--- src/rtl/metp_pkg.sv ---
// Shared constants, types and controller/datapath interface for the escape-time pixel unit.
package metp_pkg;

    localparam int FRAC_BITS   = 28;
    localparam int COLOR_COUNT = 90;

    localparam int WORD_W      = 32;
    localparam int PROD_W      = 2 * WORD_W;
    localparam int CFG_DATA_W  = 32;
    localparam int CFG_IDX_W   = 3;
    localparam int MAX_ITER_W  = 16;
    localparam int PALETTE_W   = 7;
    localparam int QUOT_W      = $clog2(COLOR_COUNT);
    localparam int COLOR_W     = $clog2(COLOR_COUNT + 1);
    localparam int STEP_W      = $clog2(QUOT_W + 1);

    localparam logic [MAX_ITER_W-1:0] MAX_ITER_RESET = MAX_ITER_W'(60);

    localparam logic [CFG_IDX_W-1:0] CFG_X_ORIGIN = CFG_IDX_W'(0);
    localparam logic [CFG_IDX_W-1:0] CFG_X_STEP   = CFG_IDX_W'(1);
    localparam logic [CFG_IDX_W-1:0] CFG_Y_ORIGIN = CFG_IDX_W'(2);
    localparam logic [CFG_IDX_W-1:0] CFG_Y_STEP   = CFG_IDX_W'(3);
    localparam logic [CFG_IDX_W-1:0] CFG_MAX_ITER = CFG_IDX_W'(4);

    typedef enum logic [2:0] {
        S_IDLE,
        S_MAP,
        S_IT_MUL,
        S_IT_UPD,
        S_DIV_INIT,
        S_DIV_STEP,
        S_DONE
    } t_state;

    typedef struct packed {
        logic load;
        logic map_add;
        logic it_mul;
        logic it_upd;
        logic div_init;
        logic div_step;
    } t_dp_cmd;

    typedef struct packed {
        logic it_finish;
    } t_dp_status;

endpackage

--- src/rtl/metp_ctrl.sv ---
// Sequencer for the escape-time pixel unit: mapping, iteration loop, palette division.
module metp_ctrl (
    input  logic                  i_clk,
    input  logic                  i_rst_n,
    input  logic                  i_start,
    output logic                  o_busy,
    output logic                  o_done,
    output metp_pkg::t_dp_cmd     o_cmd,
    input  metp_pkg::t_dp_status  i_status
);

    localparam logic [metp_pkg::STEP_W-1:0] LAST_STEP =
        metp_pkg::STEP_W'(metp_pkg::QUOT_W - 1);

    metp_pkg::t_state             r_state, n_state;
    logic [metp_pkg::STEP_W-1:0]  r_step, n_step;

    always_ff @(posedge i_clk) begin
        if (!i_rst_n) begin
            r_state <= metp_pkg::S_IDLE;
            r_step  <= '0;
        end else begin
            r_state <= n_state;
            r_step  <= n_step;
        end
    end

    always_comb begin
        n_state = r_state;
        n_step  = r_step;
        o_cmd   = '0;
        o_busy  = 1'b1;
        o_done  = 1'b0;
        unique case (r_state)
            metp_pkg::S_IDLE: begin
                o_busy = 1'b0;
                if (i_start) begin
                    o_cmd.load = 1'b1;
                    n_state    = metp_pkg::S_MAP;
                end
            end
            metp_pkg::S_MAP: begin
                o_cmd.map_add = 1'b1;
                n_state       = metp_pkg::S_IT_MUL;
            end
            metp_pkg::S_IT_MUL: begin
                o_cmd.it_mul = 1'b1;
                n_state      = metp_pkg::S_IT_UPD;
            end
            metp_pkg::S_IT_UPD: begin
                o_cmd.it_upd = 1'b1;
                n_state      = i_status.it_finish ? metp_pkg::S_DIV_INIT : metp_pkg::S_IT_MUL;
            end
            metp_pkg::S_DIV_INIT: begin
                o_cmd.div_init = 1'b1;
                n_step         = '0;
                n_state        = metp_pkg::S_DIV_STEP;
            end
            metp_pkg::S_DIV_STEP: begin
                o_cmd.div_step = 1'b1;
                if (r_step == LAST_STEP) begin
                    n_state = metp_pkg::S_DONE;
                end else begin
                    n_step = r_step + metp_pkg::STEP_W'(1);
                end
            end
            metp_pkg::S_DONE: begin
                // result shows this cycle; a new request may enter at once
                o_busy = 1'b0;
                o_done = 1'b1;
                if (i_start) begin
                    o_cmd.load = 1'b1;
                    n_state    = metp_pkg::S_MAP;
                end else begin
                    n_state = metp_pkg::S_IDLE;
                end
            end
            default: begin
                n_state = metp_pkg::S_IDLE;
            end
        endcase
    end

endmodule

--- config.mk ---
export PLATFORM = sky130hd
export DESIGN_NAME = metp_ctrl
export DESIGN_NICKNAME = d
export VERILOG_FILES = /design/src/rtl/metp_pkg.sv /design/src/rtl/metp_ctrl.sv
export SDC_FILE = /design/constraint.sdc
export NUM_CORES = 1
export LEC_CHECK = 0
export BUFFER_PORTS_ARGS = -buffer_cell sky130_fd_sc_hd__clkbuf_2
export CORE_AREA = 2 2 39 41
export CTS_BUF_LIST = sky130_fd_sc_hd__clkbuf_2
export DETAILED_ROUTE_END_ITERATION = 16
export DIE_AREA = 0 0 41 43
export PLACE_DENSITY = 0.55
export SYNTH_ARGS = -nofsm -noshare
export SYNTH_HDL_FRONTEND = slang
export SYNTH_SLANG_ARGS = --single-unit
--- constraint.sdc ---
create_clock -name i_clk -period 1.3 [get_ports i_clk]
set_input_delay 0.13 -clock i_clk [delete_from_list [all_inputs] [get_ports i_clk]]
set_output_delay 0.13 -clock i_clk [all_outputs]
set_load 0.03 [all_outputs]
[Word level (Yosys, flattened, before mapping)]
Index checks and enable logic that the tools add are counted.
Storage, ports and cells
  memory bits (read-only): 0
  RAM bits: 0
  memories kept: 0
  input bits: 4
  latch bits: 0
  register bits after elaboration: 6
  logic and storage cells: 34
  output and inout bits: 8
Cells by class
  reductions and logical operators: 5
  add/subtract/negate cells: 1
  bitwise operators: 0
  equal/unequal tests: 10
  multiply operators: 0
  shifts and indexed selects: 0
  order comparisons: 0
  divide/modulo/power cells: 0
  mux-type cells: 16
Operators with widths (count)
  $pmux 3 s7: 1
  $eq 3x3->1 const B: 4
  $mux 3: 4
  $mux 1: 10
  $eq 3x2->1 const B: 2
  $ne 2x2->1 const B: 3
  $pmux 3 s2: 1
  $reduce_and 2->1: 2
  $add 3x1->3 const B: 1
  $eq 3x1->1 const B: 1
  $logic_not 3->1: 1
  $reduce_bool 2->1: 1
  $reduce_or 2->1: 1

[Logic depth before layout (Yosys ltp)]
Gate-level depths: netlist of the first run.
  depth after elaboration: 3
  depth in mapped cells: 5
  mapped depth without buffers: 5

[Least setup slack after synthesis of the first run]
No wires, ideal clock.
  path type: reg-to-output
  start point: reg r_state[0]
  end point: out o_cmd[4] (netlist name)
  setup slack: -0.103 ns
  buffers on the path: 1
  arrival: 1.273 ns
  required time: 1.170 ns
  stages on the path, launching flop included: 3
  cell sequence: dfxtp_1 buf_2 nor3b_1
RTL lines
  from (decl): RTL line metp_ctrl.sv:15  | metp_pkg::t_state r_state, n_state;
  from (signal assigned): RTL line metp_ctrl.sv:20  | r_state <= metp_pkg::S_IDLE;
  from (signal assigned): RTL line metp_ctrl.sv:23  | r_state <= n_state;
  to (decl): RTL line metp_ctrl.sv:8  | output metp_pkg::t_dp_cmd o_cmd,

==> results of run 1 <==
==> what timing repair did <==
action | 4_1_cts | 5_1_grt
pin swaps | 1 | 1
resized for setup | 24 | 19
buffers inserted | 1 | 1
endpoints found under the setup margin | 9 | 9
==> synth_stat cells, drive strengths merged <==
library cell  number  area, um2
nor3b              2      20.02
inv                2      7.510
nand3b             1      7.510
a21oi              2      10.01
buf                1      5.000
and3               2      13.77
dfxtp              6      120.1
a221oi             1      8.760
and2               2      13.77
nand2b             2      15.02
nand3              1      5.000
nand4b             1      8.760
nor2b              3      33.79
nor2               2      10.01
a21boi             3      22.52
o21bai             1      7.510
a21o               1      8.760
and3b              1      10.01
nand2              1      3.750
or3                1      11.26
ha                 2      25.02
o21ai              2      10.01
a32o               1      11.26
==> worst paths after layout <==
check / startpoint / endpoint / slack, ps / depth (start not counted)
hold / removal: i_status / r_state[2]$_SDFFE_PN0P_ / 170 / 3
setup / recovery: r_state[2]$_SDFFE_PN0P_ / o_cmd[5] / -150 / 4
setup reg to reg: r_step[0]$_SDFFE_PN0P_ / r_step[0]$_SDFFE_PN0P_ / 70 / 6
hold reg to reg: r_step[2]$_SDFFE_PN0P_ / r_state[1]$_SDFFE_PN0P_ / 550 / 2
==> registers in the layout, summed over array words and instances, names as in the netlist <==
name	cells
r_state	3
r_step	3
==> stage by stage <==
step | hold WS (ps) | std cells | total power, mW | util, % | instance area, um2
after detailed placement | 411.9 | 75 | 0.3364 | 38.34 | 530.5
after global routing | 181.2 | 80 | 0.5526 | 50.36 | 696.9
after global placement | 409.1 | 75 | 0.3354 | 38.34 | 530.5
final | 171.0 | 80 | 0.5240 | 50.36 | 696.9
after CTS | 150.6 | 79 | 0.5037 | 46.11 | 638.1
after floorplan | 282.3 | 41 | 0.2932 | - | 400.4
==> layer usage <==
metal,GRT usage [%],wire (um)
met5,0,0
met3,4.712,53
met1,12.30,391
met2,20.63,516
met4,10.00,8
==> worst max-delay path: cells and delay by family, from the launching register on <==
| kind | cells | cell delay (ps) |
|---|---|---|
| buffers and inverters | 1 | 120 |
| AND/OR/NAND/NOR | 3 | 600 |
| flip-flops | 1 | 360 |
==> where the power goes <==
group | leakage (nW) | switching [mW] | internal (mW)
combinational | 0.242 | 0.0817 | 0.100
clock | 0.0125 | 0.0747 | 0.0627
sequential | 0.0514 | 0.0148 | 0.190
==> cell type report <==
class,instances,area (um2)
Fill cell,139,686.9
Multi-Input combinational cell,32,312.8
Timing Repair Buffer,21,209.0
Sequential cell,6,132.6
Tap cell,16,20.02
Clock buffer,3,15.01
Inverter,2,7.507
==> cell families after synthesis <==
logic type	Yosys count	share of synthesized area, %
AO/OA/AOI/OAI	11	20.26
adder cells (fa/ha/maj)	2	6.430
buffers and inverters	3	3.215
flip-flops	6	30.87
AND/OR/NAND/NOR	19	39.23
==> results.md, run 1 <==
* Peak VDD IR at just under 400 uV
* Crit start category: register
* Synth Instances at 41
* Measured slew at the worst slew-check pin at 212.0 ps
* Die H at 43 um
* Skew final at just over 5 ps
* Vias in the first global route at 366
* Diodes inserted at 0
* Vias/cell at roughly 4.9
* Worst hold path type: in2reg
* Total Nets Final at 72
* IO Pins at 12
* Crit-path slowest cell: or3_4
* DRC violation count after routing at 0
* Drt total wl at about 970 um
* Setup TNS at -242.1 ps
* Layout cell share with drive strength beyond 1 at 71.88%
* Max Freq at 690.1 MHz
* Initial drt markers at 2
* Post-route ant nets at 0
* Sequential element share of the synthesized area at a little under a third
* Register bit total from synthesis at 6
* Die X at approximately 40 um
* CTS sink cnt at 6
* Slew headroom at 85.87%
* Total GRT Usage at between 10% and 20%
* Status: finished, violations left
* WP data required at around 1200 ps
* CP max FO at 3
* Max H-tree Level at 1
* Post-synthesis cell area at 389.1 um2
* # rows at 14
* Worst-path clk slew at roughly 70 ps
* Grt ovf at 0
* CTS tree: yes
* Crit. End Element: output port
* DR pass1 iterations at 2
* Initial Utilization at about 28%
* Most frequent cells in the layout: buf_4 (8), clkbuf_2 (6), buf_8 (5)
* Min cycle time layout at between 1000 and 1500 ps
* Power Density at 751.8 mW/mm2
* Wirelength per Cell at 12.11 um
* Setup violators final at 2
* Input/output buffers at 11
* Slew Limit Fails at 0
* Setup WS pre-CTS at -32.60 ps
* RSZ-0062 raised after global routing: yes
* Critical path class: reg2out
* Violated checks: negative setup slack
* Leakage power at 0.3056 nW
* CP max stage delay at 380 ps
* MaxCap Viol Count at 0
* Post-synth cell types at 29
* Commonest non-fill, non-tap cell in the layout: buf_4
* Core Footprint at 0.001384 mm2
* Syn Nets at 47
* Clk buf depth at 2
* Dpl hpwl at between 600 and 700 um
* Crit-path cells: nor2b_4 > or3_4 > nor2_4 > buf_8
* Period utilization at 111.5%
* Largest net degree at the start of global routing at 9
* Die Area at between 0.0015 and 0.002 mm2
* Worst Path Arrival at 1320 ps
* Vias at slightly below 400
* Fin. Hold Viols at 0
* Syn Area/Cell at ~9.5 um2
* First-pass GRT wire length at 1.449 mm
* Initial antenna violation count at 0
* Number of warnings issued by yosys at 0
* CTS Hold Bufs at 0
* Clock Latency Late Sink at between 200 and 250 ps
* CTS Buf Count at 3
* Root Driver: clkbuf_2
* Synth-to-layout area growth at 79.10%
* GPL Wtd Cong at roughly 0.74
* Final Worst Setup Slack at -149.0 ps
Power figures use the tool's default switching activity.
==> run 2, diff against run 1 <==
- GPL_TIMING_DRIVEN: not set -> 0
- PLACE_DENSITY: 0.55 -> 0.53
- clock period: 1.3 -> 1.54 ns (I/O delays scaled with it)
==> run 2 against run 1 <==
Against the previous run: core utilization fell by 13 points; clock skew is 1.8 ps lower; combinational power fell by 41%; first-iteration DRC count grew to 3.5 times the previous value; the run now ends clean; register-to-register slack better by 70 ps; largest power group unchanged; critical endpoint unchanged; highest routed layer is now met3; via count is 13% lower; clock power decreased by 20%.
==> results.md, run 2 (synthesized netlist as in run 1, its figures left out) <==
* Status: complete, no violations
* Slew Limit Fails at 0
* Vias at 340
* Measured slew at the worst slew-check pin at approximately 200 ps
* RSZ-0062 raised after global routing: yes
* Vias in the first global route at 286
* Die X at 41 um
* Critical path class: reg2out
* Net Sw Frac at between 30% and 40%
* Setup WS pre-CTS at ~150 ps
* First-pass GRT wire length at approximately 1.2 mm
* Vias/cell at between 4 and 5
* Internal power at about 260 uW
* Placed cell count at 68
* Layout cell share with drive strength beyond 1 at between 50% and 60%
* Power, Total at between 300 and 400 uW
* CP Launch Point: r_state[1]$_SDFFE_PN0P_
* MaxCap Viol Count at 0
* Die Area at between 0.0015 and 0.002 mm2
* Fin. Hold Viols at 0
* CTS tree: yes
* # rows at 14
* R2R depth at 5
* CTS sink cnt at 6
* Skew final at approximately 3.3 ps
* Clock Latency Late Sink at between 200 and 250 ps
* Largest net degree at the start of global routing at 11
* Min cycle time layout at about 1500 ps
* Drt total wl at slightly below 800 um
* WP data required at about 1400 ps
* Root Driver: clkbuf_2
* Clock network fraction of design power at approximately 28%
* Total Nets Final at 64
* IO Pins at 12
* Commonest non-fill, non-tap cell in the layout: clkbuf_2
* Die H at 43 um
* Crit start category: register
* Setup violators final at 0
* Critical path capture point: o_cmd[5]
* Max Freq at between 600 and 700 MHz
* Finished Core Util at 36.89%
* DR pass1 iterations at 4
* CTS Buf Count at 3
* GPL Wtd Cong at ~0.70
* Most frequent cells in the layout: clkbuf_2 (12), dfxtp_1 (4), a21boi_1 (3)
* Clk buf depth at 2
* Input/output buffers at 11
* Wirelength per Cell at approximately 11 um
* Reg-to-reg startpoint: r_step[0]$_SDFFE_PN0P_
* Post-route ant nets at 0
* R2R setup slack at between 100 and 150 ps
* Max H-tree Level at 1
* Initial drt markers at 7
* Synth-to-layout area growth at 31.19%
* CTS Hold Bufs at 0
* Logic pwr share at ~28%
* Crit. End Element: output port
* Peak VDD IR at ~410 uV
* Initial antenna violation count at 0
* Worst hold path type: in2reg
* DRC violation count after routing at 0
* Total GRT Usage at ~11%
* Top flop regs: r_state (3), r_step (3)
* NetSw at roughly 130 uW
* CP max FO at 6
* Slew headroom at between 80% and 90%
* Diodes inserted at 0
* Grt ovf at 0
* Final Cell Area at around 510 um2
* Leakage power at between 0.2 and 0.25 nW
* Period utilization at a little over nine tenths
* Power Density at between 700 and 800 mW/mm2
* Sequential Power Share at roughly 44%
* Non-Filler Instances at approximately 70
* Post-DP Area at 464.2 um2
* RR Endpoint: r_step[0]$_SDFFE_PN0P_
* Worst Path Arrival at 1320 ps
* Initial Utilization at between 20 and 30%
* Core Footprint at approximately 0.0014 mm2
* Final Worst Setup Slack at just over 70 ps
* Worst-path clk slew at ~60 ps
[run 2: cell types whose count changed in the layout (fill, tap and decap cells not counted), moves of 2 or more]
cell,change
dfxtp_1,+2
buf_8,-5
buf_4,-6
nand2b_4,-2
dfxtp_4,-2
buf_6,-3
and2_4,-2
clkbuf_2,+6
[run 2: per-stage QoR]
stage	hold WS (ps)	TNS (ps)
5_1_grt	181.0	-6.942
6_report	201.6	0
4_1_cts	190.3	0
3_3_place_gp	448.9	0
3_5_place_dp	444.3	0
2_1_floorplan	306.3	0
[run 2: worst min-delay path by stage]
stage	startpoint	end	cells past startpoint
final	i_status	r_state[2]$_SDFFE_PN0P_	3
after global routing	i_status	r_state[2]$_SDFFE_PN0P_	3
after global placement	i_status	r_state[2]$_SDFFE_PN0P_	3
after floorplan	i_rst_n	r_state[1]$_SDFFE_PN0P_	2
after detailed placement	i_status	r_state[2]$_SDFFE_PN0P_	3
after CTS	i_status	r_state[2]$_SDFFE_PN0P_	3
[run 2: cell type report]
class                   count  area (um2)
inverters                   2       7.507
clock buffers               3       15.01
multi-input cells          32       266.5
repair buffers             12       71.32
plain buffers               1       5.005
well taps                  16       20.02
fillers                   157       873.3
flip-flops and latches      6       125.1
[run 2: layer usage]
layer | vias up | wire (um) | GRT usage (%) | share of wire (%)
li1 | 181 | - | - | -
met1 | 149 | 392 | 14.94 | 49
met2 | 10 | 356 | 13.75 | 45
met3 | 0 | 43 | 3.141 | 5.4
met4 | 0 | 0 | 8.000 | 0
met5 | - | 0 | 0 | 0
[run 2: worst max-delay path: stages (launching register included)]
cell and delay [ps]:
dfxtp_4 370, nor2b_4 140, or3_4 380, nor2_4 90
buf_6 130
[run 2: repair_timing]
item / in CTS / in global routing
endpoints found under the setup margin: 1 / 2
buffers inserted: 0 / 1
resized for setup: 3 / 7
cloned: 0 / 0
[run 2: power groups by stage]
stage	clock network, mW	registers [mW]	logic [mW]
6_report	0.109	0.171	0.107
5_1_grt	0.127	0.172	0.117
4_1_cts	0.119	0.172	0.0956
3_5_place_dp	0	0.174	0.0940
3_3_place_gp	0	0.175	0.0937
2_1_floorplan	0	0.172	0.0713
==> run 3, diff against run 2 <==
- ABC_AREA: not set -> 1
- BUFFER_PORTS_ARGS: -buffer_cell sky130_fd_sc_hd__clkbuf_2 -> not set
- CAP_MARGIN: not set -> 20
- DONT_BUFFER_PORTS: not set -> 1
- PLACE_DENSITY: 0.53 -> 0.47
==> run 3 against run 2 <==
Against the previous run: register-to-register slack improved by 130 ps; critical path type unchanged; largest cell class unchanged; clock-buffer cell count did not move; worst hold slack worse by 150 ps; highest routed layer unchanged; synthesized cell count rose by 54%; clock power hardly changed; global-route usage rose by 0.068 points; fmax fell by 0.83%.
==> results.md, run 3 <==
* Status: complete, no violations
* WHS Path Cells at 2
* Total Nets Final at 76
* Area share of the largest cell type after synthesis at between 20 and 30%
* Clock Latency Late Sink at between 200 and 250 ps
* Post-synth ARST share at 0%
* # rows at 14
* Largest family of logic cells by synthesized area: simple AND/OR/NAND/NOR gates
* Initial drt markers at 1
* Slew Limit Fails at 0
* Vias/cell at ~4.4
* Final Cell Area at slightly above 500 um2
* Top post-synthesis cells by area: dfxtp_1 (30%), nand2_1 (17%), nor2_1 (12%)
* Post-synthesis cell area at roughly 410 um2
* Diodes inserted at 0
* Top flop regs: r_state (3), r_step (3)
* Number of flops mapped to enable cells by yosys at 0
* Max H-tree Level at 1
* Initial antenna violation count at 0
* CP max stage delay at approximately 430 ps
* DRC violation count after routing at 0
* CTS tree: yes
* Synth-to-layout area growth at 26.15%
* Syn Area/Cell at 6.455 um2
* Top FF cell, synth: dfxtp_1
* Crit. End Element: output port
* Register bit total from synthesis at 6
* Vias at approximately 370
* MaxCap Viol Count at 0
* Skew final at between 10 and 15 ps
* Crit-path cells: inv_2 > nand2_1 > nor2_4 > nor2_4 > nor2_4
* Post-synthesis mux area share at 0%
* Sequential element share of the synthesized area at between 20 and 30%
* Total GRT Usage at 10.94%
* First-pass GRT wire length at 1.311 mm
* Power, Total at 384.5 uW
* Setup WS pre-CTS at -10.41 ps
* Post-synth cell types at 15
* Commonest non-fill, non-tap cell in the layout: nand2_1
* Period utilization at 96.23%
* Finished Core Util at a little under two fifths
* Wirelength per Cell at around 10 um
* Post-route ant nets at 0
* Synth Instances at 63
* CP dominant cell by count: nor2_4
* Clk buf depth at 2
* R2R depth at 5
* Area leader, netlist: dfxtp_1
* Syn Nets at between 60 and 70
* IO Pins at 12
* Most numerous cell in the Yosys netlist: nand2_1
* Dpl hpwl at 603.6 um
* CTS Hold Bufs at 0
* CTS sink cnt at 6
* Die X at between 40 and 50 um
* CTS Buf Count at 3
* DR pass1 iterations at 4
* Input/output buffers at 0
* Vias in the first global route at 311
* Largest net degree at the start of global routing at 9
* GPL Wtd Cong at roughly 0.75
* Worst-path clk slew at about 50 ps
* Layout cell share with drive strength beyond 1 at a little under two fifths
* Peak VDD IR at 506.1 uV
* Worst path depth at 5
* Worst hold path type: in2reg
* Most frequent cells in the layout: nand2_1 (17), nor2_1 (9), inv_1 (7)
* Crit path buffers/inverters at 1
* Power Density at ~750 mW/mm2
* Crit-path slowest cell: dfxtp_2
* Post-synthesis adder-cell area fraction at approximately 6%
* Die Area at between 0.0015 and 0.002 mm2
* Max Freq at just under 700 MHz
* XOR/XNOR share of the synthesized area at 0%
* Crit start category: register
* Fin. Hold Viols at 0
* WP data required at ~1400 ps
* Root Driver: clkbuf_2
* Number of warnings issued by yosys at 0
* CP delay by family, top: simple AND/OR/NAND/NOR gates
* Measured slew at the worst slew-check pin at 579.3 ps
* CP max FO at 7
* Post-DP Area at 436.7 um2
* Slew headroom at between 60 and 70%
* WHS at ~56 ps
* Leakage power at roughly 0.25 nW
* Final Worst Setup Slack at 58.06 ps
* Setup violators final at 0
* Critical path class: reg2out
* Grt ovf at 0
* Worst Path Arrival at 1330 ps
* Compound-gate portion of the synthesized area at 10.77%
* Drt total wl at between 800 and 900 um
* Commonest cells in the netlist: nand2_1 (18), nor2_1 (13), inv_1 (7), dfxtp_1 (6)
* Initial Utilization at between 20% and 30%
* Core Footprint at 0.001384 mm2
* Die H at between 40 and 50 um
* Simple-Gate Fraction of Synth Area at between 40% and 50%
* Min cycle time layout at about 1500 ps
## run 3: changes by cell type after synthesis, moves of 2 or more
cell and change:
a21boi_1 -3, a21oi_1 +2, inv_1 +5, inv_2 +4, nand2_1 +17, nor2_1 +12, nor2b_4 -2, nor3_2 +2
o21ai_1 -2
## run 3: repair_timing
item                                    CTS  global route
endpoints found under the setup margin    3             2
pin swaps                                 0             3
resized for setup                         5             8
buffers inserted                          0             2
## run 3: area by class of cell
class                      count  area [um2]
buffer                         1       11.26
inverter                      11       41.29
clock buffer                   3       15.01
fill                         154       870.8
timing repair buffer           2       15.01
sequential                     6       123.9
multi-input combinational     45       286.5
tap                           16       20.02
## run 3: path summary, 6_finish.rpt
check                          startpoint                       to  slack, ps
hold / removal                    i_rst_n   r_step[0]$_SDFFE_PN0P_         60
hold reg to reg    r_step[1]$_SDFFE_PN0P_   r_step[1]$_SDFFE_PN0P_        490
setup reg to reg  r_state[2]$_SDFFE_PN0P_  r_state[2]$_SDFFE_PN0P_        270
setup / recovery  r_state[0]$_SDFFE_PN0P_                 o_cmd[5]         60
## run 3: worst reg2reg max path: cells and delay by family (launching register included)
family	cells	cell delay, ps
and+or+nand+nor	2	490
DFF	1	320
buffers and inverters	2	270
AOI/OAI and AO/OA	1	130
## run 3: metrics by stage
stage | TNS [ps] | std cells
floorplan | 0 | 63
global placement | -22.85 | 79
detailed placement | -10.41 | 79
CTS | -4.205 | 82
global route | -26.54 | 84
finish | 0 | 84
## run 3: kinds of logic after synthesis
group,count (synthesis)
compound gates,6
fa+ha+maj,2
buf+inv,12
flops,6
simple gates,37
## run 3: report_power, final
part	leakage (nW)	internal (mW)	switching [mW]
clock	0.0125	0.0528	0.0564
sequential	0.0499	0.162	0.0129
combinational	0.184	0.0256	0.0745
total	0.246	0.241	0.144
## run 3: layer usage
metal	vias to the layer above	routed length [um]	track usage [%]	part of all wire, %
li1	205	-	-	-
met1	158	374	15.11	43
met2	6	443	14.69	51
met3	0	56	6.283	6.4
met4	0	0	2.000	0
met5	-	0	0	0
